==> src/design/assert_macros.svh <==
// assertion macros shared by the page split write sequencer modules
// expects signals named clk and rst_n in the including module
`ifndef ASSERT_MACROS_SVH
`define ASSERT_MACROS_SVH

// clocked check, switched off while reset is held
`define PSWS_ASSERT_RST(lbl, prop, msg) \
  lbl: assert property (@(posedge clk) disable iff (!rst_n) prop) else $error(msg);

// clocked check, live in every cycle
`define PSWS_ASSERT(lbl, prop, msg) \
  lbl: assert property (@(posedge clk) prop) else $error(msg);

`endif

==> src/design/psws_pkg.sv <==
// types, codes and constants of the page split write sequencer
// no dependencies
`timescale 1ns / 1ps
`default_nettype none

package psws_pkg;

  // default page size in bytes and reset value of the wait register
  localparam int PSWS_PAGE_BYTES = 16;
  localparam logic [15:0] PSWS_WAIT_RESET = 16'd5;

  // word kinds
  localparam logic OP_POLL = 1'b0;
  localparam logic OP_TICK = 1'b1;

  // sequencer phases
  localparam logic [1:0] PH_IDLE  = 2'd0;
  localparam logic [1:0] PH_START = 2'd1;
  localparam logic [1:0] PH_WAIT  = 2'd2;

  // reported status
  localparam logic [1:0] ST_SUCCESS = 2'd0;
  localparam logic [1:0] ST_BUSY    = 2'd1;
  localparam logic [1:0] ST_ERROR   = 2'd2;

  // one input word
  typedef struct packed {
    logic        opcode;
    logic [7:0]  bus_port;
    logic [15:0] start_address;
    logic [15:0] total_length;
  } item_t;

  // one result word
  typedef struct packed {
    logic [1:0]  status;
    logic        chunk_valid;
    logic [7:0]  chunk_port;
    logic [15:0] chunk_address;
    logic [15:0] chunk_length;
    logic [15:0] chunk_offset;
  } result_t;

endpackage

`default_nettype wire

==> src/design/psws_core.sv <==
// sequencer state, wait register and chunk split logic
// depends on psws_pkg and assert_macros.svh
`timescale 1ns / 1ps
`default_nettype none
`include "assert_macros.svh"

module psws_core
  import psws_pkg::*;
#(
  parameter int PAGE_BYTES = PSWS_PAGE_BYTES
) (
  input  wire logic        clk,
  input  wire logic        rst_n,
  input  wire logic        cfg_wr_en,
  input  wire logic [15:0] cfg_wr_data,
  input  wire logic        item_valid,
  input  wire item_t       item,
  output result_t          result
);

  localparam logic [8:0]  PAGE_W   = 9'(PAGE_BYTES);
  localparam logic [16:0] PAGE_W17 = 17'(PAGE_BYTES);

  logic [15:0] wait_r;
  logic [1:0]  phase_r, phase_nxt;
  logic [15:0] addr_r, addr_nxt;
  logic [15:0] left_r, left_nxt;
  logic [15:0] done_r, done_nxt;
  logic [15:0] elap_r, elap_nxt;

  logic [7:0]  lo_tab [256];
  logic [7:0]  hi_tab [256];
  logic        is_idle;
  logic [15:0] cur_addr;
  logic [15:0] cur_left;
  logic [15:0] cur_done;
  logic [1:0]  cur_phase;
  logic [8:0]  off_sum;
  logic [8:0]  page_off;
  logic [8:0]  page_room;
  logic        fits_page;
  logic [15:0] chunk_size;

  // remainder tables: low byte mod page, high byte times 256 mod page
  for (genvar g = 0; g < 256; g++) begin : g_mod_tab
    assign lo_tab[g] = 8'(g % PAGE_BYTES);
    assign hi_tab[g] = 8'((g * 256) % PAGE_BYTES);
  end

  // working request: an idle poll takes the new request from the word
  assign is_idle   = (phase_r == PH_IDLE);
  assign cur_addr  = is_idle ? item.start_address : addr_r;
  assign cur_left  = is_idle ? item.total_length  : left_r;
  assign cur_done  = is_idle ? 16'd0             : done_r;
  assign cur_phase = is_idle ? PH_START          : phase_r;

  // offset within the page and the chunk that stays inside it
  assign off_sum    = {1'b0, hi_tab[cur_addr[15:8]]} + {1'b0, lo_tab[cur_addr[7:0]]};
  assign page_off   = (off_sum >= PAGE_W) ? (off_sum - PAGE_W) : off_sum;
  assign page_room  = PAGE_W - page_off;
  assign fits_page  = (({8'd0, page_off} + {1'b0, cur_left}) < PAGE_W17);
  assign chunk_size = fits_page ? cur_left : {7'd0, page_room};

  // next state and result for the word in the input register
  always_comb begin
    phase_nxt = phase_r;
    addr_nxt  = addr_r;
    left_nxt  = left_r;
    done_nxt  = done_r;
    elap_nxt  = elap_r;
    result    = '0;
    if (item.opcode == OP_TICK) begin
      if (elap_r != 16'hFFFF) begin
        elap_nxt = elap_r + 16'd1;
      end
      result.status = is_idle ? ST_SUCCESS : ST_BUSY;
    end else begin
      addr_nxt = cur_addr;
      left_nxt = cur_left;
      done_nxt = cur_done;
      unique case (cur_phase)
        PH_START: begin
          if (cur_left != 16'd0) begin
            result.status        = ST_BUSY;
            result.chunk_valid   = 1'b1;
            result.chunk_port    = item.bus_port;
            result.chunk_address = cur_addr;
            result.chunk_length  = chunk_size;
            result.chunk_offset  = cur_done;
            left_nxt  = cur_left - chunk_size;
            addr_nxt  = cur_addr + chunk_size;
            done_nxt  = cur_done + chunk_size;
            elap_nxt  = 16'd0;
            phase_nxt = PH_WAIT;
          end else begin
            result.status = ST_ERROR;
            phase_nxt     = PH_IDLE;
          end
        end
        PH_WAIT: begin
          if (elap_r < wait_r) begin
            result.status = ST_BUSY;
          end else if (cur_left != 16'd0) begin
            result.status = ST_BUSY;
            phase_nxt     = PH_START;
          end else begin
            result.status = ST_SUCCESS;
            phase_nxt     = PH_IDLE;
          end
        end
        default: begin
          result.status = ST_ERROR;
          phase_nxt     = PH_IDLE;
        end
      endcase
    end
  end

  // state registers, updated once per word
  always_ff @(posedge clk) begin
    if (!rst_n) begin
      phase_r <= PH_IDLE;
      addr_r  <= '0;
      left_r  <= '0;
      done_r  <= '0;
      elap_r  <= '0;
    end else if (item_valid) begin
      phase_r <= phase_nxt;
      addr_r  <= addr_nxt;
      left_r  <= left_nxt;
      done_r  <= done_nxt;
      elap_r  <= elap_nxt;
    end
  end

  // wait length register
  always_ff @(posedge clk) begin
    if (!rst_n) begin
      wait_r <= PSWS_WAIT_RESET;
    end else if (cfg_wr_en) begin
      wait_r <= cfg_wr_data;
    end
  end

  // checks
  `PSWS_ASSERT_RST(a_chunk_starts_wait, rst_n && item_valid && result.chunk_valid |=> phase_r == PH_WAIT && elap_r == 16'd0, "chunk issued without entering wait")
  `PSWS_ASSERT(a_chunk_nonempty, rst_n && item_valid && result.chunk_valid |-> result.chunk_length != 16'd0, "empty chunk issued")
  `PSWS_ASSERT_RST(a_tick_keeps_phase, rst_n && item_valid && item.opcode == OP_TICK |=> phase_r == $past(phase_r), "tick changed the phase")

endmodule

`default_nettype wire

==> src/design/page_split_write_sequencer.sv <==
// Page split write sequencer: one result word for every input word.
// Words pass the input register, the state logic and the output register in turn.
// Throughput: one word per cycle unless the result side stalls.
// The input side keeps taking words while a result waits, as long as the result moves.
// Reset (rst_n low, synchronous): idle phase, counters zero, wait ticks 5, no words held.
`timescale 1ns / 1ps
`default_nettype none
`include "assert_macros.svh"

module page_split_write_sequencer
  import psws_pkg::*;
#(
  parameter int PAGE_BYTES = PSWS_PAGE_BYTES
) (
  input  wire logic        clk,
  input  wire logic        rst_n,
  // configuration
  input  wire logic        cfg_wr_en,
  input  wire logic [15:0] cfg_wr_data,
  // input words
  input  wire logic        in_tvalid,
  output logic             in_tready,
  input  wire logic [39:0] in_tdata,   // bus_port, start_address, total_length
  input  wire logic        in_tuser,   // opcode
  // result words
  output logic             out_tvalid,
  input  wire logic        out_tready,
  output logic [63:0]      out_tdata,  // status, chunk_port, chunk_address,
                                       // chunk_length, chunk_offset, zero fill
  output logic             out_tuser   // chunk_valid
);

  logic    s1_valid_r;
  item_t   item_r;
  logic    out_valid_r;
  result_t res_r;
  result_t core_res;
  logic    out_free;
  logic    s1_adv;
  logic    in_acc;

  // handshake control
  assign out_free  = !out_valid_r || out_tready;
  assign s1_adv    = s1_valid_r && out_free;
  assign in_tready = !s1_valid_r || out_free;
  assign in_acc    = in_tvalid && in_tready;

  // input register valid
  always_ff @(posedge clk) begin
    if (!rst_n) begin
      s1_valid_r <= 1'b0;
    end else if (in_acc) begin
      s1_valid_r <= 1'b1;
    end else if (s1_adv) begin
      s1_valid_r <= 1'b0;
    end
  end

  // input register payload
  always_ff @(posedge clk) begin
    if (in_acc) begin
      item_r.opcode        <= in_tuser;
      item_r.bus_port      <= in_tdata[7:0];
      item_r.start_address <= in_tdata[23:8];
      item_r.total_length  <= in_tdata[39:24];
    end
  end

  // sequencer state and chunk split
  psws_core #(
    .PAGE_BYTES(PAGE_BYTES)
  ) u_core (
    .clk         (clk),
    .rst_n       (rst_n),
    .cfg_wr_en   (cfg_wr_en),
    .cfg_wr_data (cfg_wr_data),
    .item_valid  (s1_adv),
    .item        (item_r),
    .result      (core_res)
  );

  // output register valid
  always_ff @(posedge clk) begin
    if (!rst_n) begin
      out_valid_r <= 1'b0;
    end else if (s1_adv) begin
      out_valid_r <= 1'b1;
    end else if (out_tready) begin
      out_valid_r <= 1'b0;
    end
  end

  // output register payload
  always_ff @(posedge clk) begin
    if (s1_adv) begin
      res_r <= core_res;
    end
  end

  // result word packing
  assign out_tvalid = out_valid_r;
  assign out_tuser  = res_r.chunk_valid;
  assign out_tdata  = {6'd0, res_r.chunk_offset, res_r.chunk_length,
                       res_r.chunk_address, res_r.chunk_port, res_r.status};

  // checks
  `PSWS_ASSERT_RST(a_adv_fills_out, rst_n && s1_adv |=> out_tvalid, "word moved on but no result shown")
  `PSWS_ASSERT_RST(a_no_drop_on_stall, rst_n && out_valid_r && !out_tready |=> out_valid_r && !$past(s1_adv), "result overwritten while stalled")

endmodule

`default_nettype wire

==> config.mk <==
export PLATFORM = sky130hd
export DESIGN_NAME = page_split_write_sequencer
export DESIGN_NICKNAME = d
export VERILOG_FILES = /design/src/design/psws_pkg.sv /design/src/design/psws_core.sv /design/src/design/page_split_write_sequencer.sv
export VERILOG_INCLUDE_DIRS = /design/src /design/src/design
export SDC_FILE = /design/constraint.sdc
export NUM_CORES = 1
export LEC_CHECK = 0
export BUFFER_PORTS_ARGS = -buffer_cell sky130_fd_sc_hd__clkbuf_2
export CAP_MARGIN = 15
export CORE_MARGIN = 5
export CORE_UTILIZATION = 60
export CTS_BUF_LIST = sky130_fd_sc_hd__clkbuf_4
export DETAILED_ROUTE_END_ITERATION = 16
export PLACE_DENSITY_LB_ADDON = 0.2
export REMOVE_ABC_BUFFERS = 1
export SLEW_MARGIN = 5
export SYNTH_ARGS = -nofsm -noshare
export SYNTH_HDL_FRONTEND = slang
export SYNTH_HIERARCHICAL = 1
export SYNTH_SLANG_ARGS = --single-unit
==> constraint.sdc <==
create_clock -name clk -period 7.4 [get_ports clk]
set_input_delay 1.11 -clock clk [delete_from_list [all_inputs] [get_ports clk]]
set_output_delay 1.11 -clock clk [all_outputs]
set_load 0.005 [all_outputs]
# [Word level (Yosys, flattened, before mapping)]
# Memory sizes are Yosys's and may differ from the RTL's.
# Index checks and enable logic that the tools add are counted.
[word_totals] ff_bits=184 latch_bits=0 ram_bits=0 mem_bits_ro=4096 out_inout_bits=67 n_memories=2
[classes] n_addsub=8 mul=0 div_mod_pow=0 magnitude_cmp=5 n_eq_ne=5 shift=0 muxes=34 bitwise_logic=5 n_reduce_logical=17
[mem_list] name="(no name shown)" depth=256 width=8 rd=1 rd_ports_with_merged_regs=0 wr=0 line_no="psws_core.sv:58" rtl="assign off_sum = {1'b0, hi_tab[cur_addr[15:8]]} + {1'b0, lo_tab[cur_addr[7:0]]};"
[mem_list] name="(no name shown)" depth=256 width=8 rd=1 rd_ports_with_merged_regs=0 wr=0 line_no="psws_core.sv:58"
[op_table] operator="16-bit 2-to-1 mux" n=14
[op_table] operator="57-bit 2-to-1 mux" n=1
[op_table] operator="16-bit adder" n=2
[op_table] operator="8-bit 2-to-1 mux" n=4
[op_table] operator="9-bit >= comparator, second input constant" n=2
[op_table] operator="8-bit NOT with 9-bit output" n=2
[op_table] operator="9-bit by 16-bit adder with 17-bit output" n=1
[op_table] operator="17-bit by 5-bit < comparator with 1-bit output, second input constant" n=1
[op_table] operator="16-bit by 1-bit adder with 16-bit output, second input constant" n=1
[op_table] operator="16-bit < comparator" n=1
[op_table] operator="16-bit != test, second input constant" n=1
[op_table] operator="16-bit nonzero test" n=1
[op_table] operator="16-bit subtractor" n=1
[op_table] operator="2-bit 2-to-1 mux" n=5
[op_table] operator="8-bit by 8-bit adder with 9-bit output" n=1
[op_table] operator="9-bit by 5-bit >= comparator with 1-bit output, second input constant" n=1
[op_table] operator="9-bit 2-to-1 mux" n=1
[op_table] operator="5-bit by 9-bit subtractor with 9-bit output, first input constant" n=1
[op_table] operator="9-bit by 5-bit subtractor with 9-bit output, second input constant" n=1
[op_table] operator="2-bit case mux with 2 select lines" n=2
[op_table] operator="2-bit nonzero test" n=4
[op_table] operator="1-bit 2-to-1 mux" n=7
[op_table] operator="4-bit AND reduction" n=1
[op_table] operator="1-bit NOT" n=3
[op_table] operator="other kinds (12)" n=15

# [Logic depth before layout (Yosys ltp)]
# Gate-level depths: netlist (run 1).
[depth] depth_word=15 depth_mapped=21 depth_no_buf=19

# [By module]
# The synthesis (run 1) kept the hierarchy.
[modules_own_cells] module="psws_core" n_inst=1 cells_per_inst=882 area_per_inst_um2=6633.9 seq_area_each_um2=1641.6
[modules_own_cells] module="page_split_write_sequencer" n_inst=1 cells_per_inst=116 area_per_inst_um2=3155.5 seq_area_each_um2=3042.9

# [Least setup slack after synthesis (run 1)]
# No wires, ideal clock.
[synth_timing] path_kind="input-to-reg" start="in out_tready" end="reg u_core.elap_r[10]" setup_ns=0.128 arrival_ns=5.154 t_required_ns=7.272 slack_ns=2.118 cell_stages=8 n_path_buf=1 cell_sequence="nor2b_4 nor2b_1 nand2_1 nor2_1 nand2_1 nand2_1 clkbuf_1 nor2_1"
[synth_between] elab_chain_cells=3
[synth_rtl] item="from (decl)" line_no="page_split_write_sequencer.sv:27" rtl="input wire logic out_tready,"
[synth_rtl] item="1-bit logical OR" line_no="page_split_write_sequencer.sv:43" rtl="assign out_free = !out_valid_r || out_tready;"
[synth_rtl] item="1-bit logical AND" line_no="page_split_write_sequencer.sv:44" rtl="assign s1_adv = s1_valid_r && out_free;"
[synth_rtl] item="via s1_adv" line_no="page_split_write_sequencer.sv:39" rtl="logic s1_adv;"
[synth_rtl] item="4-bit AND reduction (no source line)"
[synth_rtl] item="to (signal assigned)" line_no="psws_core.sv:132" rtl="elap_r <= elap_nxt;"
[synth_rtl] item="to (decl)" line_no="psws_core.sv:29" rtl="logic [15:0] elap_r, elap_nxt;"
# The timed path passes the listed nets, and every way through them passes these cells.
# A chain may end at the register's enable or synchronous reset.

# [Worst setup path in the final report (run 1)]
[layout_timing] start="reg u_core.phase_r[1]" end="reg u_core.done_r[14]"
[layout_between] elab_chain_cells=15 word_cells_on_any_way=26
[layout_rtl] item="from (decl)" line_no="psws_core.sv:25" rtl="logic [1:0] phase_r, phase_nxt;"
[layout_rtl] item="from (signal assigned)" line_no="psws_core.sv:128" rtl="phase_r <= phase_nxt;"
[layout_rtl] item="2-bit zero test" line_no="psws_core.sv:51" rtl="assign is_idle = (phase_r == PH_IDLE);"
[layout_rtl] item="16-bit 2-to-1 mux" line_no="psws_core.sv:52" rtl="assign cur_addr = is_idle ? item.start_address : addr_r;"
[layout_rtl] item="8-bit NOT with 9-bit output (not written as such)" line_no="psws_core.sv:58"
[layout_rtl] item="memory 256 x 8 bit"
[layout_rtl] item="8-bit 2-to-1 mux (not written as such) (2 in series)" line_no="psws_core.sv:58"
[layout_rtl] item="8-bit by 8-bit adder with 9-bit output" line_no="psws_core.sv:58"
[layout_rtl] item="9-bit by 5-bit subtractor with 9-bit output or 9-bit by 5-bit >= comparator with 1-bit output (tied branches)" line_no="psws_core.sv:59" rtl="assign page_off = (off_sum >= PAGE_W) ? (off_sum - PAGE_W) : off_sum;"
[layout_rtl] item="9-bit 2-to-1 mux" line_no="psws_core.sv:59"
[layout_rtl] item="9-bit by 16-bit adder with 17-bit output" line_no="psws_core.sv:61" rtl="assign fits_page = (({8'd0, page_off} + {1'b0, cur_left}) < PAGE_W17);"
[layout_rtl] item="17-bit by 5-bit < comparator with 1-bit output" line_no="psws_core.sv:61"
[layout_rtl] item="16-bit 2-to-1 mux" line_no="psws_core.sv:62" rtl="assign chunk_size = fits_page ? cur_left : {7'd0, page_room};"
[layout_rtl] item="16-bit adder" line_no="psws_core.sv:92" rtl="done_nxt = cur_done + chunk_size;"
[layout_rtl] item="16-bit 2-to-1 mux" line_no="psws_core.sv:83" rtl="if (cur_left != 16'd0) begin"
[layout_rtl] item="16-bit 2-to-1 mux (*)" line_no="psws_core.sv:81" rtl="unique case (cur_phase)"
[layout_rtl] item="to (signal assigned)" line_no="psws_core.sv:131" rtl="done_r <= done_nxt;"
[layout_rtl] item="to (decl)" line_no="psws_core.sv:28" rtl="logic [15:0] done_r, done_nxt;"
# Mark *: on every way between the ends. The rest lies on a longest branch, timed or not. The select of a mux whose other input is x is not followed.

==> results of run 1 <==
-- Yosys cell counts, drive strengths merged, types with 3 or more instances --
master,count
o31ai,3
a21oi,53
nor2,116
xor2,17
nand2,88
a31oi,10
and3,27
nor2b,7
a21o,10
xnor2,20
or3,6
a21boi,3
a211oi,12
o211ai,14
a211o,5
o31a,3
inv,48
nand2b,7
clkbuf,31
a22oi,12
edfxtp,100
nor4,6
nand3b,5
mux2i,40
dfxtp,84
nand4,9
o21ai,51
a41oi,3
mux2,5
nand3,19
buf,29
ha,52
o21a,9
nor3,21
fa,3
and2,31
-- registers in the layout, indices dropped and copies added, names as in the netlist --
| signal | count |
|---|---|
| out_tuser | 1 |
| u_core/addr_r | 16 |
| out_tvalid | 1 |
| out_tdata | 58 |
| item_r | 41 |
| u_core/left_r | 16 |
| s1_valid_r | 1 |
| u_core/done_r | 16 |
| u_core/phase_r | 2 |
| u_core/wait_r | 16 |
| u_core/elap_r | 16 |
-- final timing paths --
check / end / depth (start not counted)
max: u_core/done_r[14]$_SDFFE_PN0P_ / 16
min: u_core/done_r[10]$_SDFFE_PN0P_ / 2
min reg2reg: u_core/done_r[10]$_SDFFE_PN0P_ / 2
max reg2reg: u_core/done_r[14]$_SDFFE_PN0P_ / 16
-- metrics by stage --
stage / util / worst slack (ps) / std cells
finish: 0.683 / 1440 / 1351
global route: 0.683 / 978 / 1351
CTS: 0.683 / 1500 / 1350
detailed placement: 0.664 / 1540 / 1318
global placement: 0.664 / 1710 / 1318
floorplan: - / 650 / 973
-- power groups by stage --
stage	Combinational, mW	Clock [mW]	Sequential [mW]
2_1_floorplan	0.255	0	1.17
6_report	0.365	0.573	1.16
3_5_place_dp	0.358	0	1.18
3_3_place_gp	0.350	0	1.18
5_1_grt	0.408	0.631	1.16
4_1_cts	0.360	0.592	1.16
-- cells by family (layout without fill, tap and decap cells) --
kind of cell,Yosys count,count (layout),share of synthesized area
muxes,45,45,0.0467
buffers and inverters,108,209,0.0496
AOI/OAI and AO/OA,213,213,0.142
DFF,184,184,0.479
other,2,38,0.000767
xor gates and xnor gates,37,37,0.0331
and+or+nand+nor,353,353,0.176
adders and majority gates,56,56,0.0736
-- layer usage --
layer  track usage  vias up
li1              -     3795
met1         0.324     3547
met2         0.344      253
met3        0.0420       25
met4        0.0692        0
met5             0        -
-- area by class of cell --
cell class / instances / area [sq um] / area share
clock buffers: 17 / 128 / 0.0117
diodes: 1 / 2.50 / 0.000230
well taps: 216 / 270 / 0.0248
multi-input cells: 741 / 4790 / 0.440
inverters: 48 / 180 / 0.0165
flip-flops and latches: 184 / 4680 / 0.430
repair buffers: 129 / 663 / 0.0609
clock inverters: 15 / 176 / 0.0162
-- critical path: cells and delay by family (launching register included) --
kind | cells | cell delay (ps)
flops | 1 | 500
simple gates | 3 | 1600
fa+ha+maj | 1 | 490
mux | 2 | 800
compound gates | 8 | 1780
buf+inv | 2 | 700
==> results by group, run 1 <==
STA
  • Relative slew slack: 0.263
  • Fin crit share: 0.805
  • Endpoints failing hold: 0
  • Final setup TNS: 0 ps
  • Slew at the pin closest to its max-slew limit: 1100 ps
  • Fin Hold WS: 473 ps
  • Final Max Tran Viols: 0
  • Final Skew: 14.5 ps
  • Fin crit period: 5960 ps
  • F_max: 168 MHz
  • Final setup viols: 0
  • RSZ-0062 raised after global routing: false

Yosys
  • Yosys reg bits: 184
  • Ys async rst share: 0
  • Synth Flop Type: edfxtp_1
  • Number of flops mapped to enable cells by yosys: 100
  • Mapped cell area: 9790 sq um
  • Ys Warns: 6
  • Top cell type by total area after synthesis: edfxtp_1
  • Mean post-synth cell area: 9.81 sq um
  • Synthesized instance count: 998
  • Post-synth cell types: 75
  • Largest cells by area after synthesis: edfxtp_1 31%, dfxtp_1 17%, ha_1 6.6%
  • Seq/Total Area, Yosys: 0.479
  • Share of the synthesized area in the top cell type: 0.307

Die
  • Starting Density: 0.614
  • Die width: 138 microns
  • Die Ht: 138 microns
  • # IOs: 129
  • Core area: 15900 sq um
  • Row count: 46
  • Total die area: 19000 sq um

GRT
  • Gr usage total: 0.224
  • GRT overflow: 0
  • Largest net degree at the start of global routing: 64
  • First-pass GRT wire length: 34.0 mm
  • Vias in the first global route: 7089
  • Initial antenna violation count: 1

Route
  • Met3 WL: 1.36 mm
  • Routed WL per cell: 15.4 microns
  • Pre-antenna DRT Iters: 5
  • Vias per Instance: 5.64
  • Met2 wire len: 9.22 mm
  • Max Used Layer: met4
  • Vias: 7620
  • Post-Route WL: 20.8 mm
  • # DRC: 0
  • 1st-iter DRT viols: 515
  • Met1 Routed Length: 9.91 mm
  • Post-DRT Antenna Nets: 0

Layout
  • Most frequent cells in the layout: 122 x clkbuf_2, 115 x nor2_1, 100 x edfxtp_1, 88 x nand2_1, 84 x dfxtp_1
  • # nets final: 1238
  • Most common cell after layout, fill and taps aside: clkbuf_2
  • Fraction of layout cells with a size suffix above 1: 0.162
  • Fin area: 10900 sq um
  • Layout area overhead: 11.3%
  • Fillers: 1313

Power
  • Gate power share: 0.174
  • Pint: 1.46 mW
  • Pleak: 4.75 nW
  • Flop pwr share: 0.552
  • Total power: 2.10 mW
  • Max VDD drop: 0.108 mV
  • Net Sw Frac: 0.302
  • Sw power: 632 uW
  • Power share of the clock group: 0.273
  • Pwr/cell area: 192 nW/um^2

Clock tree
  • Post_cts resized: 0
  • Cts hold-fix bufs: 0
  • Max clock buf depth: 2
  • Skew-Pair Late Insertion Delay: 580 ps
  • Clk sinks: 184
  • H-tree depth: 4
  • Root Driver: clkbuf_4
  • Setup Buffers After CTS: 0
  • CTS clk-pin slew, worst paths: 150 ps
  • CTS tree: done
  • CTS buffer count: 17

Setup path
  • WP data arrival: 6470 ps
  • R2R Setup Slk: 1440 ps
  • Worst setup EP type: register
  • Slowest-stage cell, CP: nor2_4
  • Worst Setup SP: u_core/phase_r[1]$_SDFFE_PN0P_
  • Worst Path Required: 7920 ps
  • Worst setup path class: register to register
  • CP Cell Sequence: nor2_4, buf_4, a21oi_1, or4_1, nor3_2, mux2i_1, inv_1, fa_1, a21oi_1, o211ai_1, o41ai_1, o21ai_0, o21a_1, o21ai_0, mux2_2, a31oi_1
  • CP Max Fanout: 27
  • Startpoint Class: register
  • Critical R2R Launch: u_core/phase_r[1]$_SDFFE_PN0P_
  • Max incr delay on CP: 610 ps

Flow run
  • Total of max-cap violations: 0

Outcome
  • Status: finished clean

Worst hold path
  • Hold/Removal Path Class: register to register
  • Hold path startpoint: u_core/done_r[10]$_SDFFE_PN0P_

Placement
  • Final HPWL DP: 14.3 mm
  • Gpl congestion: 0.899
  • Placed cell areas: 10600 sq um
  • Port Buf Inserts: 122
(Power assumes the default switching activity.)
==> inputs of run 2 (changes only) <==
--- a/config.mk
+++ b/config.mk
@@ -6,6 +6,7 @@
 export SDC_FILE = /design/constraint.sdc
 export NUM_CORES = 1
 export LEC_CHECK = 0
+export ABC_AREA = 1
 export BUFFER_PORTS_ARGS = -buffer_cell sky130_fd_sc_hd__clkbuf_2
 export CAP_MARGIN = 15
 export CORE_MARGIN = 5
==> constraint.sdc (replaced) <==
create_clock -name clk -period 6.12 [get_ports clk]
set_input_delay 0.918 -clock clk [delete_from_list [all_inputs] [get_ports clk]]
set_output_delay 0.918 -clock clk [all_outputs]
set_load 0.005 [all_outputs]
==> run 2 against run 1 <==
Effect of this change:
- combinational power grew 87%
- maximum frequency grew 27%
- largest power group unchanged
- area after synthesis grew 8.7%
- highest routed layer unchanged
- non-clock buffer count shrank 3
- worst setup slack lost 5.1 ps
- clock power grew 26%
- synthesized cell count grew 32%
- worst hold slack lost 2.1 ps
- wire length grew 16%
==> results by group, run 2 <==
Setup path
  • Worst Setup EP: u_core/left_r[11]$_SDFFE_PN0P_
  • CP Max Fanout: 27 (unchanged)
  • Worst setup path class: register to register
  • Worst Path Required: 6620 ps (-1300 ps)
  • Critical path depth: 29 (+13)
  • Startpoint Class: register
  • Worst Setup SP: u_core/phase_r[1]$_SDFFE_PN0P_
  • R2R Setup Slk: 1440 ps (about the same)
  • R2r endpoint: u_core/left_r[11]$_SDFFE_PN0P_
  • Slowest-stage cell, CP: nor2_4
  • Critical R2R Launch: u_core/phase_r[1]$_SDFFE_PN0P_
  • CP delay by family, top: simple AND/OR/NAND/NOR gates
  • Max incr delay on CP: 570 ps (-40 ps)
  • Worst setup EP type: register
  • WP data arrival: 5180 ps (-1290 ps)
  • CP dominant cell by count: nand2_1
  • Buffers & Inverters on Critical Path: 3 (+1)
  • Worst reg-to-reg path cell count: 29 (+13)

Yosys
  • Top cell type by total area after synthesis: edfxtp_1
  • Ys Warns: 6 (unchanged)
  • Seq/Total Area, Yosys: 0.440 (-0.0385)
  • Post-synth cell types: 48 (-36%)
  • Number of flops mapped to enable cells by yosys: 100 (unchanged)
  • Mean post-synth cell area: 8.08 sq um (-18%)
  • Synth Flop Type: edfxtp_1
  • Ys async rst share: 0 (unchanged)
  • Yosys reg bits: 184 (unchanged)
  • Synth cell count leaders: 267 x nand2_1, 168 x inv_1, 142 x a21oi_1, 101 x nor2_1, 100 x edfxtp_1
  • Synthesized instance count: 1318 (+32%)
  • Mapped cell area: 10600 sq um (+8.7%)
  • Top-count cell post-synth: nand2_1
  • Share of the synthesized area in the top cell type: 0.282 (-0.0247)
  • Largest cells by area after synthesis: edfxtp_1 28%, dfxtp_1 16%, nand2_1 9.4%

Clock tree
  • Clk sinks: 184 (unchanged)
  • CTS buffer count: 17 (unchanged)
  • Max clock buf depth: 2 (unchanged)
  • Post_cts resized: 0 (unchanged)
  • Root Driver: clkbuf_4
  • H-tree depth: 4 (unchanged)
  • CTS clk-pin slew, worst paths: 140 ps (about the same)
  • Setup Buffers After CTS: 0 (unchanged)
  • Skew-Pair Late Insertion Delay: 590 ps (about the same)
  • Cts hold-fix bufs: 0 (unchanged)
  • CTS tree: done

Route
  • # DRC: 0 (unchanged)
  • 1st-iter DRT viols: 736 (+43%)
  • Vias: 9063 (+19%)
  • Vias per Instance: 5.40 (-4.2%)
  • Post-Route WL: 24.2 mm (+16%)
  • Pre-antenna DRT Iters: 8 (+3)
  • Post-DRT Antenna Nets: 0 (unchanged)
  • Routed WL per cell: 14.4 microns (-6.3%)

Layout
  • Finished Core Util: 0.672 (-0.0110)
  • Reg area: 4680 sq um (unchanged)
  • Layout area overhead: 9.61%
  • Most common cell after layout, fill and taps aside: nand2_1
  • Most frequent cells in the layout: 267 x nand2_1, 167 x inv_1, 141 x a21oi_1, 122 x clkbuf_2, 101 x nor2_1
  • # nets final: 1555 (+26%)
  • Max reg flops: 58 (unchanged)
  • Fraction of layout cells with a size suffix above 1: 0.161 (-0.00168)
  • Fillers: 1499 (+14%)
  • Multi-input gate area: 5050 sq um (+5.4%)

STA
  • Final Max Tran Viols: 0 (unchanged)
  • Fin crit share: 0.765 (-0.0400)
  • Final Skew: 22.3 ps (+7.78 ps)
  • Slew at the pin closest to its max-slew limit: 1010 ps (-91.5 ps)
  • Fin crit period: 4680 ps (-1270 ps)
  • F_max: 214 MHz (+27%)
  • Final setup viols: 0 (unchanged)
  • RSZ-0062 raised after global routing: false
  • Relative slew slack: 0.327 (+0.0650)
  • Final setup TNS: 0 ps (unchanged)
  • Final WS setup: 1440 ps (-5.09 ps)
  • Endpoints failing hold: 0 (unchanged)

Die
  • Die width: 143 microns (+4.0%)
  • Die Ht: 143 microns (+4.0%)
  • Row count: 48 (+4.3%)
  • # IOs: 129 (unchanged)
  • Total die area: 20500 sq um (+8.1%)
  • Core area: 17400 sq um (+8.9%)
  • Starting Density: 0.613 (-0.000711)

Power
  • Pleak: 5.36 nW (+13%)
  • Total power: 2.80 mW (+34%)
  • Pwr/cell area: 240 nW/um^2 (+25%)
  • Max VDD drop: 0.130 mV (+21%)

Placement
  • Final HPWL DP: 17.1 mm (+19%)
  • Place WS: 1510 ps (-33.3 ps)
  • Port Buf Inserts: 122 (unchanged)
  • Gpl congestion: 0.958 (+6.5%)

Worst hold path
  • Hold/Removal Path Class: register to register

Outcome
  • Status: finished clean

GRT
  • Vias in the first global route: 8135 (+15%)
  • Initial antenna violation count: 1 (unchanged)
  • First-pass GRT wire length: 38.7 mm (+14%)
  • Gr usage total: 0.235 (+0.0106)
  • Largest net degree at the start of global routing: 61 (-4.7%)
  • GRT overflow: 0 (unchanged)

Flow run
  • Total of max-cap violations: 0 (unchanged)
-- run 2: cell count changes after synthesis, sizes merged, moves of 26 or more --
cell,change
inv,+135
mux2i,-40
o21ai,+41
and2,-31
nand3,+47
nand2,+193
a21oi,+90
and3,-26
-- run 2: layout make-up --
cell class              count  share of cell area
repair buffers            126              0.0560
multi-input cells         925               0.432
inverters                 184              0.0596
clock buffers              18              0.0116
diodes                      1            0.000214
well taps                 225              0.0241
clock inverters            14              0.0146
flip-flops and latches    184               0.401
-- run 2: tightest hold or removal path, delay by kind of cell (launching register included) --
family	cells	cell delay, ps
flops	1	330
simple gates	1	60
compound gates	1	50
-- run 2: cell families (layout without fill, tap and decap cells) --
logic type               after synthesis  in the layout  share of synthesized area
buffers and inverters                244            342                     0.0998
AND/OR/NAND/NOR                      516            516                      0.213
AO/OA/AOI/OAI                        278            278                      0.148
flip-flops                           184            184                      0.440
XOR/XNOR                              39             39                     0.0321
adder cells (fa/ha/maj)               55             55                     0.0668
other                                  2             38                   0.000705
-- run 2: how the worst min path moves through the flow --
| stage | depth (start not counted) | slack, ps | startpoint | to |
|---|---|---|---|---|
| after global placement | 2 | 450 | u_core/addr_r[6]$_SDFFE_PN0P_ | u_core/addr_r[6]$_SDFFE_PN0P_ |
| after global routing | 1 | 450 | in_tdata[35] | item_r[11]$_DFFE_PP_ |
| after detailed placement | 2 | 450 | u_core/addr_r[8]$_SDFFE_PN0P_ | u_core/addr_r[8]$_SDFFE_PN0P_ |
| after CTS | 1 | 450 | in_tdata[31] | item_r[7]$_DFFE_PP_ |
| after floorplan | 2 | 430 | u_core/wait_r[0]$_SDFFE_PN1P_ | u_core/wait_r[0]$_SDFFE_PN1P_ |
| final | 2 | 470 | u_core/addr_r[12]$_SDFFE_PN0P_ | u_core/addr_r[12]$_SDFFE_PN0P_ |
-- run 2: per-stage QoR --
stage / instances / instance area (sq um) / hold slack (ps)
final: 1677 / 11700 / 471
after CTS: 1676 / 11700 / 447
after floorplan: 1293 / 10400 / 429
after global routing: 1677 / 11700 / 450
after detailed placement: 1644 / 11400 / 455
after global placement: 1644 / 11400 / 449
-- run 2: power breakdown --
| group | leakage (nW) | internal [mW] | switching (mW) | total [mW] |
|---|---|---|---|---|
| registers | 1.65 | 1.37 | 0.0253 | 1.40 |
| clock network | 0.167 | 0.291 | 0.429 | 0.721 |
| logic | 3.54 | 0.229 | 0.453 | 0.682 |
-- run 2: per-layer routing --
metal | vias to the layer above | global-route usage | part of all wire
met5 | - | 0 | 0
met4 | 0 | 0.0700 | 0.016
met3 | 31 | 0.0392 | 0.068
met2 | 321 | 0.382 | 0.46
met1 | 4151 | 0.324 | 0.46
li1 | 4560 | - | -
==> inputs of run 3 (changes only) <==
==> constraint.sdc (replaced) <==
create_clock -name clk -period 4.4 [get_ports clk]
set_input_delay 0.66 -clock clk [delete_from_list [all_inputs] [get_ports clk]]
set_output_delay 0.66 -clock clk [all_outputs]
set_load 0.005 [all_outputs]
==> run 3 against run 2 <==
Effect of this change:
- total power is 45% higher
- sequential cell count stayed put
- clock power is 47% higher
- clock skew is 0.54 ps lower
- maximum frequency is 10% higher
- die area stayed put
- combinational power is 55% higher
- core utilization is 2.6 points higher
- highest routed layer unchanged
==> results by group, run 3 (synthesized netlist as in run 2, its figures left out) <==
STA
  • Fin Hold WS: 243 ps (-228 ps)
  • Fin crit share: 0.966 (+0.202)
  • Final setup TNS: 0 ps (unchanged)
  • Final WS setup: 148 ps (-1290 ps)
  • Final Skew: 21.7 ps (-0.538 ps)
  • Relative slew slack: 0.272 (-0.0553)
  • Final Max Tran Viols: 0 (unchanged)
  • F_max: 235 MHz (+10%)
  • RSZ-0062 raised after global routing: true
  • Endpoints failing hold: 0 (unchanged)
  • Fin crit period: 4250 ps (-429 ps)
  • Final setup viols: 0 (unchanged)
  • Slew at the pin closest to its max-slew limit: 1090 ps (+82.8 ps)

Route
  • Vias per Instance: 5.35 (-0.97%)
  • Vias: 9216 (+1.7%)
  • Routed WL per cell: 14.9 microns (+3.4%)
  • # DRC: 0 (unchanged)
  • 1st-iter DRT viols: 835 (+13%)
  • Post-DRT Antenna Nets: 0 (unchanged)
  • Pre-antenna DRT Iters: 5 (-3)
  • Post-Route WL: 25.7 mm (+6.2%)

Setup path
  • Slowest-stage cell, CP: dfxtp_4
  • Worst setup EP type: register
  • Max incr delay on CP: 430 ps (-140 ps)
  • Worst Path Required: 4830 ps (-1790 ps)
  • CP dominant cell by count: nand2_1
  • WP data arrival: 4680 ps (-500 ps)
  • Worst setup path class: register to register
  • Startpoint Class: register
  • R2R Setup Slk: 150 ps (-1290 ps)
  • CP Max Fanout: 10 (-63%)

GRT
  • First-pass GRT wire length: 41.0 mm (+5.9%)
  • Vias in the first global route: 8592 (+5.6%)
  • GRT overflow: 0 (unchanged)
  • Largest net degree at the start of global routing: 61 (unchanged)
  • Initial antenna violation count: 1 (unchanged)
  • Gr usage total: 0.248 (+0.0135)

Die
  • Starting Density: 0.613 (unchanged)
  • Total die area: 20500 sq um (unchanged)
  • Row count: 48 (unchanged)
  • # IOs: 129 (unchanged)
  • Die Ht: 143 microns (unchanged)
  • Core area: 17400 sq um (unchanged)
  • Die width: 143 microns (unchanged)

Worst hold path
  • Hold/Removal Path Class: primary input to register

Clock tree
  • Skew-Pair Late Insertion Delay: 580 ps (about the same)
  • Root Driver: clkbuf_4
  • H-tree depth: 4 (unchanged)
  • CTS buffer count: 17 (unchanged)
  • Max clock buf depth: 2 (unchanged)
  • CTS clk-pin slew, worst paths: 150 ps (about the same)
  • Cts hold-fix bufs: 0 (unchanged)
  • CTS tree: done
  • Clk sinks: 184 (unchanged)

Power
  • Pleak: 5.59 nW (+4.4%)
  • Sw power: 1.29 mW (+43%)
  • Gate power share: 0.260 (+0.016)
  • Total power: 4.06 mW (+45%)
  • Power share of the clock group: 0.260 (+0.003)
  • Pwr/cell area: 335 nW/um^2 (+40%)
  • Flop pwr share: 0.480 (-0.019)
  • Net Sw Frac: 0.319 (-0.00524)
  • Max VDD drop: 0.179 mV (+37%)
  • Pint: 2.77 mW (+46%)

Layout
  • Finished Core Util: 0.699 (+0.0262)
  • # nets final: 1599 (+2.8%)
  • Most frequent cells in the layout: 264 x nand2_1, 166 x inv_1, 140 x a21oi_1, 122 x clkbuf_2, 100 x edfxtp_1
  • Layout area overhead: 13.9%
  • Most common cell after layout, fill and taps aside: nand2_1
  • Max reg flops: 58 (unchanged)
  • Fillers: 1422 (-5.1%)
  • Fraction of layout cells with a size suffix above 1: 0.197 (+0.0367)
  • Post-route non-filler standard cell count: 1722 (+2.7%)
  • Fin area: 12100 sq um (+3.9%)

Placement
  • Final HPWL DP: 17.9 mm (+4.4%)
  • Port Buf Inserts: 122 (unchanged)
  • Placed cell areas: 11600 sq um (+2.1%)
  • Place WS: 82.0 ps (-1430 ps)
  • Gpl congestion: 0.908 (-5.2%)
  • Placed cell count: 1676 (+1.9%)

Flow run
  • Total of max-cap violations: 0 (unchanged)

Outcome
  • Status: finished clean
==> run 3: cell types whose count changed in the layout (fill, tap and decap cells not counted), sizes merged <==
cell    change
inv         +1
nand2       +2
nor2        +1
clkinv      -2
buf        +41
bufinv      +1
diode       +1
==> run 3: timing repair <==
action,CTS,global route
endpoints found under the setup margin,0,30
gates resized for setup,0,27
buffers inserted,0,8
==> run 3: worst max-delay path: cells and delay by family (launching register included) <==
kind | cells | cell delay (ps)
AOI/OAI and AO/OA | 5 | 630
DFF | 1 | 430
adders and majority gates | 2 | 440
buffers and inverters | 4 | 700
and+or+nand+nor | 18 | 1890
==> run 3: power groups by stage <==
stage / Sequential (mW) / Combinational (mW) / Clock (mW)
global route: 1.96 / 1.18 / 1.16
detailed placement: 1.99 / 0.993 / 0
global placement: 1.98 / 0.988 / 0
finish: 1.95 / 1.06 / 1.06
floorplan: 1.98 / 0.676 / 0
CTS: 1.95 / 1.00 / 1.08
==> run 3: final timing paths <==
check                                  from                        endpoint  cells past startpoint
max          u_core/phase_r[0]$_SDFFE_PN0P_  u_core/done_r[12]$_SDFFE_PN0P_                     29
min                            in_tdata[23]            item_r[31]$_DFFE_PP_                      1
max reg2reg  u_core/phase_r[0]$_SDFFE_PN0P_  u_core/done_r[12]$_SDFFE_PN0P_                     29
min reg2reg  u_core/addr_r[12]$_SDFFE_PN0P_  u_core/addr_r[12]$_SDFFE_PN0P_                      2
==> run 3: final cells by class <==
type	instances	area (sq um)	area share
clock buffers	18	135	0.0111
multi-input cells	928	5150	0.425
well taps	225	282	0.0232
clock inverters	14	193	0.0159
flip-flops and latches	184	4690	0.387
repair buffers	167	973	0.0803
inverters	184	699	0.0577
diodes	2	5.00	0.000413
==> run 3: per-layer routing <==
layer | track usage | share of wire
met3 | 0.0402 | 0.062
met5 | 0 | 0
met1 | 0.338 | 0.45
met2 | 0.410 | 0.47
met4 | 0.0745 | 0.017
